===== config.mk =====
export PLATFORM = sky130hd
export DESIGN_NAME = scfa_cell
export DESIGN_NICKNAME = d
export VERILOG_FILES = /design/src/rtl/core/scfa_pkg.sv /design/src/rtl/core/scfa_cell.sv
export SDC_FILE = /design/constraint.sdc
export NUM_CORES = 1
export LEC_CHECK = 0
export ABC_CLOCK_PERIOD_IN_PS = 2700
export BUFFER_PORTS_ARGS = -buffer_cell sky130_fd_sc_hd__buf_2
export CAP_MARGIN = 20
export CORE_AREA = 2 2 260 262
export CTS_CLUSTER_SIZE = 24
export DETAILED_ROUTE_END_ITERATION = 6
export DIE_AREA = 0 0 262 264
export SLEW_MARGIN = 20
export SYNTH_ARGS = -nofsm -noshare
export SYNTH_HDL_FRONTEND = slang
export SYNTH_SLANG_ARGS = --single-unit

===== constraint.sdc =====
create_clock -name clk -period 2.7 [get_ports clk]
set_input_delay 0.54 -clock clk [delete_from_list [all_inputs] [get_ports clk]]
set_output_delay 0.54 -clock clk [all_outputs]
set_load 0.05 [all_outputs]

===== src/rtl/core/scfa_pkg.sv =====
// ----------------------------------------------------------------------------
// scfa_pkg: shared types and constants of the constant-folding ALU
// Opcodes, field widths and the control word that moves down the cell row.
// ----------------------------------------------------------------------------
package scfa_pkg;

	localparam int unsigned DataW  = 64;
	localparam int unsigned FuncW  = 5;
	localparam int unsigned SizeW  = 4;
	localparam int unsigned QbitW  = 6;

	localparam logic [FuncW-1:0] OpAdd = 5'd0;
	localparam logic [FuncW-1:0] OpSub = 5'd1;
	localparam logic [FuncW-1:0] OpMul = 5'd2;
	localparam logic [FuncW-1:0] OpDiv = 5'd3;
	localparam logic [FuncW-1:0] OpMod = 5'd4;
	localparam logic [FuncW-1:0] OpAnd = 5'd5;
	localparam logic [FuncW-1:0] OpOr  = 5'd6;
	localparam logic [FuncW-1:0] OpXor = 5'd7;
	localparam logic [FuncW-1:0] OpShl = 5'd8;
	localparam logic [FuncW-1:0] OpShr = 5'd9;
	localparam logic [FuncW-1:0] OpSar = 5'd10;
	localparam logic [FuncW-1:0] OpRor = 5'd11;
	localparam logic [FuncW-1:0] OpEq  = 5'd12;
	localparam logic [FuncW-1:0] OpNe  = 5'd13;
	localparam logic [FuncW-1:0] OpLt  = 5'd14;
	localparam logic [FuncW-1:0] OpLe  = 5'd15;
	localparam logic [FuncW-1:0] OpGt  = 5'd16;
	localparam logic [FuncW-1:0] OpGe  = 5'd17;
	localparam logic [FuncW-1:0] OpNot = 5'd18;
	localparam logic [FuncW-1:0] OpNeg = 5'd19;
	localparam logic [FuncW-1:0] OpAbs = 5'd20;

	// Item carried by every cell: opcode, masked operands and running step state
	typedef struct packed {
		logic             vld;
		logic [FuncW-1:0] func;
		logic [SizeW-1:0] size;
		logic             ok;
		logic [DataW-1:0] mask;
		logic [DataW-1:0] res;   // early result, or masked lhs for rotate
		logic [DataW-1:0] dvd;   // dividend or multiplier, shifts left
		logic [DataW-1:0] dvs;   // divisor or multiplicand
		logic [DataW-1:0] rem;   // partial remainder or product
	} scfa_item_t;

	function automatic logic [DataW-1:0] size_mask(input logic [SizeW-1:0] sz);
		logic [DataW-1:0] m;
		m = '1;
		if (sz >= 4'd1 && sz <= 4'd7)
			m = (64'd1 << {sz[2:0], 3'b000}) - 64'd1;
		return m;
	endfunction

endpackage


===== src/rtl/core/scfa_cell.sv =====
// ----------------------------------------------------------------------------
// scfa_cell: one restoring-division or shift-and-add multiply step
// Shifts one dividend bit into the remainder, or one multiplier bit into the product.
// ----------------------------------------------------------------------------
module scfa_cell import scfa_pkg::*; (
	input  logic       clk,
	input  logic       arst_n,
	input  logic       en,
	input  scfa_item_t din,
	output scfa_item_t dout_q
);

	logic [DataW:0]   trial;
	logic [DataW:0]   sub;
	scfa_item_t       nxt;

	// multiply: double the product and add the multiplicand on a set bit;
	// otherwise try subtracting the divisor from the shifted remainder
	always_comb begin
		nxt   = din;
		trial = {din.rem, din.dvd[DataW-1]};
		sub   = trial - {1'b0, din.dvs};
		if (din.func == OpMul) begin
			nxt.rem = {din.rem[DataW-2:0], 1'b0} + (din.dvd[DataW-1] ? din.dvs : '0);
			nxt.dvd = {din.dvd[DataW-2:0], 1'b0};
		end else if (!sub[DataW]) begin
			nxt.rem = sub[DataW-1:0];
			nxt.dvd = {din.dvd[DataW-2:0], 1'b1};
		end else begin
			nxt.rem = trial[DataW-1:0];
			nxt.dvd = {din.dvd[DataW-2:0], 1'b0};
		end
	end

	// advance the item one cell
	always_ff @(posedge clk or negedge arst_n) begin
		if (!arst_n) begin
			dout_q <= '0;
		end else if (en) begin
			dout_q <= nxt;
		end
	end

endmodule


# [Word level (Yosys, flattened, before mapping)]
# Cells that the tools add are included.
[word_totals] register_bits=331 inputBits=334 word_cells=17 out_inout_bits=331
[op_classes] n_addsub=2 muxes=5 eq_ne=1
[ops] op="64-bit 2-to-1 mux" count=3
[ops] op="65-bit by 64-bit subtractor with 65-bit output" count=1
[ops] op="64-bit adder" count=1
[ops] op="5-bit by 2-bit == test with 1-bit output, second input constant" count=1
[ops] op="1-bit 2-to-1 mux" count=2

# [Logic depth before layout (Yosys ltp)]
[depth] ltp_word=3 depth_mapped=16 depth_no_buf=15

# [Worst setup path before layout]
# OpenSTA, ideal clock, no wires.
[synth_timing] path_kind="input port to flip-flop" from="input port din[191] (netlist bit)" to="register dout_q[44] (netlist bit)" t_required_ps=2559 n_path_buf=3 setup_time_ps=141 arrival_time_ps=3733 slack_ps=-1174 stages=15 cell_sequence="inv_2 > clkbuf_1 > ha_1 > fa_1 > nand2b_1 > a21o_1 > a211oi_1 > nor3b_1 > or3_4 > a211o_1 > a211oi_4 > buf_6 > buf_6 > mux2i_1 > a21oi_1"
[synth_via] elab_chain_cells=3 word_cells_on_any_way=5 classes_between="2 x add/sub; 3 x mux"
[synth_lines] item="start, declared" line_no="scfa_cell.sv:9" text="input scfa_item_t din,"
[synth_lines] item="65-bit by 64-bit subtractor with 65-bit output or 64-bit 2-to-1 mux (tied branches)" line_no="scfa_cell.sv:22, scfa_cell.sv:24"
[synth_lines] item="64-bit 2-to-1 mux or 64-bit adder (tied branches)" line_no="scfa_cell.sv:26, scfa_cell.sv:24"
[synth_lines] item="64-bit 2-to-1 mux *" line_no="scfa_cell.sv:23" text="if (din.func == OpMul) begin"
[synth_lines] item="end signal, assigned" line_no="scfa_cell.sv:40" text="dout_q <= nxt;"
[synth_lines] item="end, declared" line_no="scfa_cell.sv:10" text="output scfa_item_t dout_q"
# Mark *: on every way between the ends. The rest lies on a longest branch, timed or not.
# A chain may end at the register's enable or synchronous reset.

# [Final worst setup path]
[layout_timing] from="input port din[191] (netlist bit)" to="register dout_q[56] (netlist bit)"
# The elaborated chain is that of the path after synthesis.

==> key figures <==
Outcome
  – Status: finished, violations left
  – Violated checks: negative setup slack

Clock network
  – Clk Latency, worst-skew pair: 0.58 ns
  – Max Buffers Root-to-Sink: 3
  – CTS tree: yes
  – Num CTS Buffers: 42
  – Clock slew seen by the registers of the worst setup and hold paths: 0.06 ns
  – CTS root buffer: clkbuf_16
  – # H-tree levels: 2
  – CTS sink count: 331

Detailed routing
  – DR vias: 22300
  – Avg WL per Cell: 22.0 um
  – # DRC: 0
  – DRT iter0 DRCs: 1368
  – DRT antenna net count: 0
  – DR vias/cell: 5.11
  – WL final: 96000 um
  – 1st-pass router iterations: 5

Yosys
  – Area leader, netlist: dfrtp_1
  – Synth top area share: 39.0%
  – Synthesized area per cell: 9.74 um2
  – Seq cells post-synth: 331
  – Asr flop ratio synth: 100%
  – Top_reg_cell synth: dfrtp_1
  – Top cells by area, synth: dfrtp_1 39%, mux2_2 14%, ha_1 7.5%, a21oi_1 4.6%, xnor2_1 3.1%
  – Sequential area share after synthesis: 39.0%
  – Number of flops mapped to enable cells by yosys: 0
  – Post-Syn Area: 21300 um2
  – YS warnings: 0
  – Syn Nets: 2647
  – Synth cell count leaders: 331 x dfrtp_1, 270 x mux2_2, 194 x a21oi_1
  – Yosys cell types: 73
  – Most common cell in the netlist: dfrtp_1
  – Synthesized instance count: 2184

Worst hold path
  – Worst hold start: din[292]
  – Hold Path Class: in2reg

Floorplanning
  – Horiz. Die Dim: 262 um
  – Core Region: 66600 um2
  – Rows: 95
  – Io pins: 665
  – Initial Util: 31.9%
  – DIE AREA: 69200 um2
  – Die H: 264 um

Timing
  – RSZ-0062 raised after global routing: true
  – Worst Skew: 0 ns
  – Relative slew slack: 49.4%
  – Hold Vio Cnt, Final: 0
  – Final setup viols: 65
  – Slew Limit Fails: 0
  – Final Cycle Share: 125%
  – Min Tclk post-route: 3.37 ns
  – Slack of the critical path: -0.672 ns
  – Worst-Margin Slew: 0.757 ns
  – Worst hold slack: 0.181 ns
  – Highest Clock Rate: 297 MHz

Placement
  – GPL Wtd Cong: 0.948
  – Hpwl dp: 78600 um
  – Input/output buffers: 664
  – Dpl cells: 4257

Final layout
  – Nets: 3910
  – Largest regs: dout_q (331)
  – Final cell count without fillers: 4360
  – Register name with the most flops: dout_q
  – Layout cells sized above 1: 50.7%
  – Multi-input logic area: 12600 um2
  – Reg area: 8280 um2
  – P&R area growth vs syn: 53.6%
  – Largest register FFs: 331
  – Fill cells: 6375

Global route
  – First-pass GRT wire length: 140000 um
  – Gr usage total: 27.0%
  – Initial antenna violation count: 28
  – Vias in the first global route: 22600
  – Gr ovfl total: 0
  – Pin count of the biggest net entering global routing: 94

Setup path
  – Endpoint type of the worst setup path: flip-flop
  – CP Cell Sequence: buf_12 -> inv_12 -> ha_4 -> fa_2 -> nand2b_4 -> a21o_1 -> buf_6 -> a211oi_4 -> nor3b_4 -> or3_4 -> buf_4 -> a2111oi_4 -> a211oi_4 -> buf_6 -> buf_12 -> buf_16 -> and3_1 -> mux2i_1 -> nand2_1
  – Crit Path Class: in2reg
  – Crit. Startpoint: din[191]
  – CP max-delay cell: or3_4
  – Reg2reg start: dout_q[56]
  – Max Fanout on Critical Path: 5
  – CP arrival: 3.83 ns
  – CP Launch Type: input port
  – Crit path required time: 3.16 ns
  – Crit-path max cell delay: 0.42 ns

Power and ir drop
  – Worst vdd ir: 0.707 mV
  – Leakage: 16.3 nW
  – Pwr dens: 628 nW/um2

Run
  – Max-Cap Viols: 0
final timing paths:
kind | endpoint | slack (ns) | cells past startpoint
max | dout_q[56] | -0.67 | 19
min | dout_q[292] | 0.18 | 2
max reg2reg | dout_q[56] | 1.72 | 3
min reg2reg | dout_q[26] | 0.48 | 1
max in group asynchronous | dout_q[40] | 1.44 | 3
min in group asynchronous | dout_q[159] | 0.43 | 2
area by class of cell:
class | count | share of cell area (%)
antenna | 7 | 0.0536
clock buffer | 54 | 3.54
clock inverter | 23 | 1.32
inverter | 94 | 1.12
multi-input combinational | 1648 | 38.7
sequential | 331 | 25.4
tap | 873 | 3.34
timing repair buffer | 1330 | 26.6
routing by layer:
layer / track usage (%) / vias to the layer above / wire [um]
li1: - / 10500 / -
met5: 0 / - / 185
met1: 31.1 / 10700 / 36400
met4: 12.2 / 32 / 5150
met3: 6.28 / 216 / 6930
met2: 47.1 / 796 / 47300
power breakdown:
part	switching, mW	internal [mW]	total (mW)
clock network	2.47	4.02	6.49
registers	0.404	5.55	5.96
logic	5.04	3.01	8.05
cells by family after synthesis:
group | Yosys count | share of synthesized area [%]
AOI/OAI and AO/OA | 620 | 18.7
xor gates and xnor gates | 110 | 4.53
adders and majority gates | 129 | 7.66
buffers and inverters | 205 | 3.85
DFF | 331 | 39.0
muxes | 299 | 15.7
and+or+nand+nor | 490 | 10.6
per-stage QoR:
stage	setup slack, ns	utilization, %	total power [mW]	setup TNS [ns]	area [um2]
6_report	-0.672	49.1	20.5	-37.32	32700
5_1_grt	-0.789	49.1	21.3	-45.04	32700
4_1_cts	-0.688	48.5	20.5	-40.26	32300
3_5_place_dp	-1.56	45.5	13.7	-91.45	30300
3_3_place_gp	-1.57	45.5	13.7	-91.35	30300
2_1_floorplan	-0.970	-	10.5	-57.30	21400
layout by cell type (no fill, tap or decap), types with 35 or more instances in the layout:
cell type,instances
inv_1,91
ha_1,126
clkbuf_16,43
nand2_1,135
buf_4,630
dfrtp_1,331
xnor2_1,75
xor2_1,35
a21o_1,79
mux2_2,267
buf_2,660
o21ai_0,96
a21oi_1,181
nor2_1,164
critical path, delay by kind of cell:
| kind | cells | cell delay (ns) |
|---|---|---|
| AOI/OAI and AO/OA | 4 | 0.89 |
| and+or+nand+nor | 5 | 0.89 |
| adders and majority gates | 2 | 0.50 |
| muxes | 1 | 0.14 |
| buffers and inverters | 7 | 0.83 |
timing repair:
| item | in CTS | in global routing |
|---|---|---|
| buffers inserted | 10 | 6 |
| setup endpoints to repair | 65 | 65 |
| hold buffers | 1 | 0 |
| resized for setup | 63 | 76 |
| pin swaps | 26 | 24 |
| cloned | 2 | 1 |
| hold endpoints to repair | 36 | 0 |
Power figures use the tool's default switching activity.
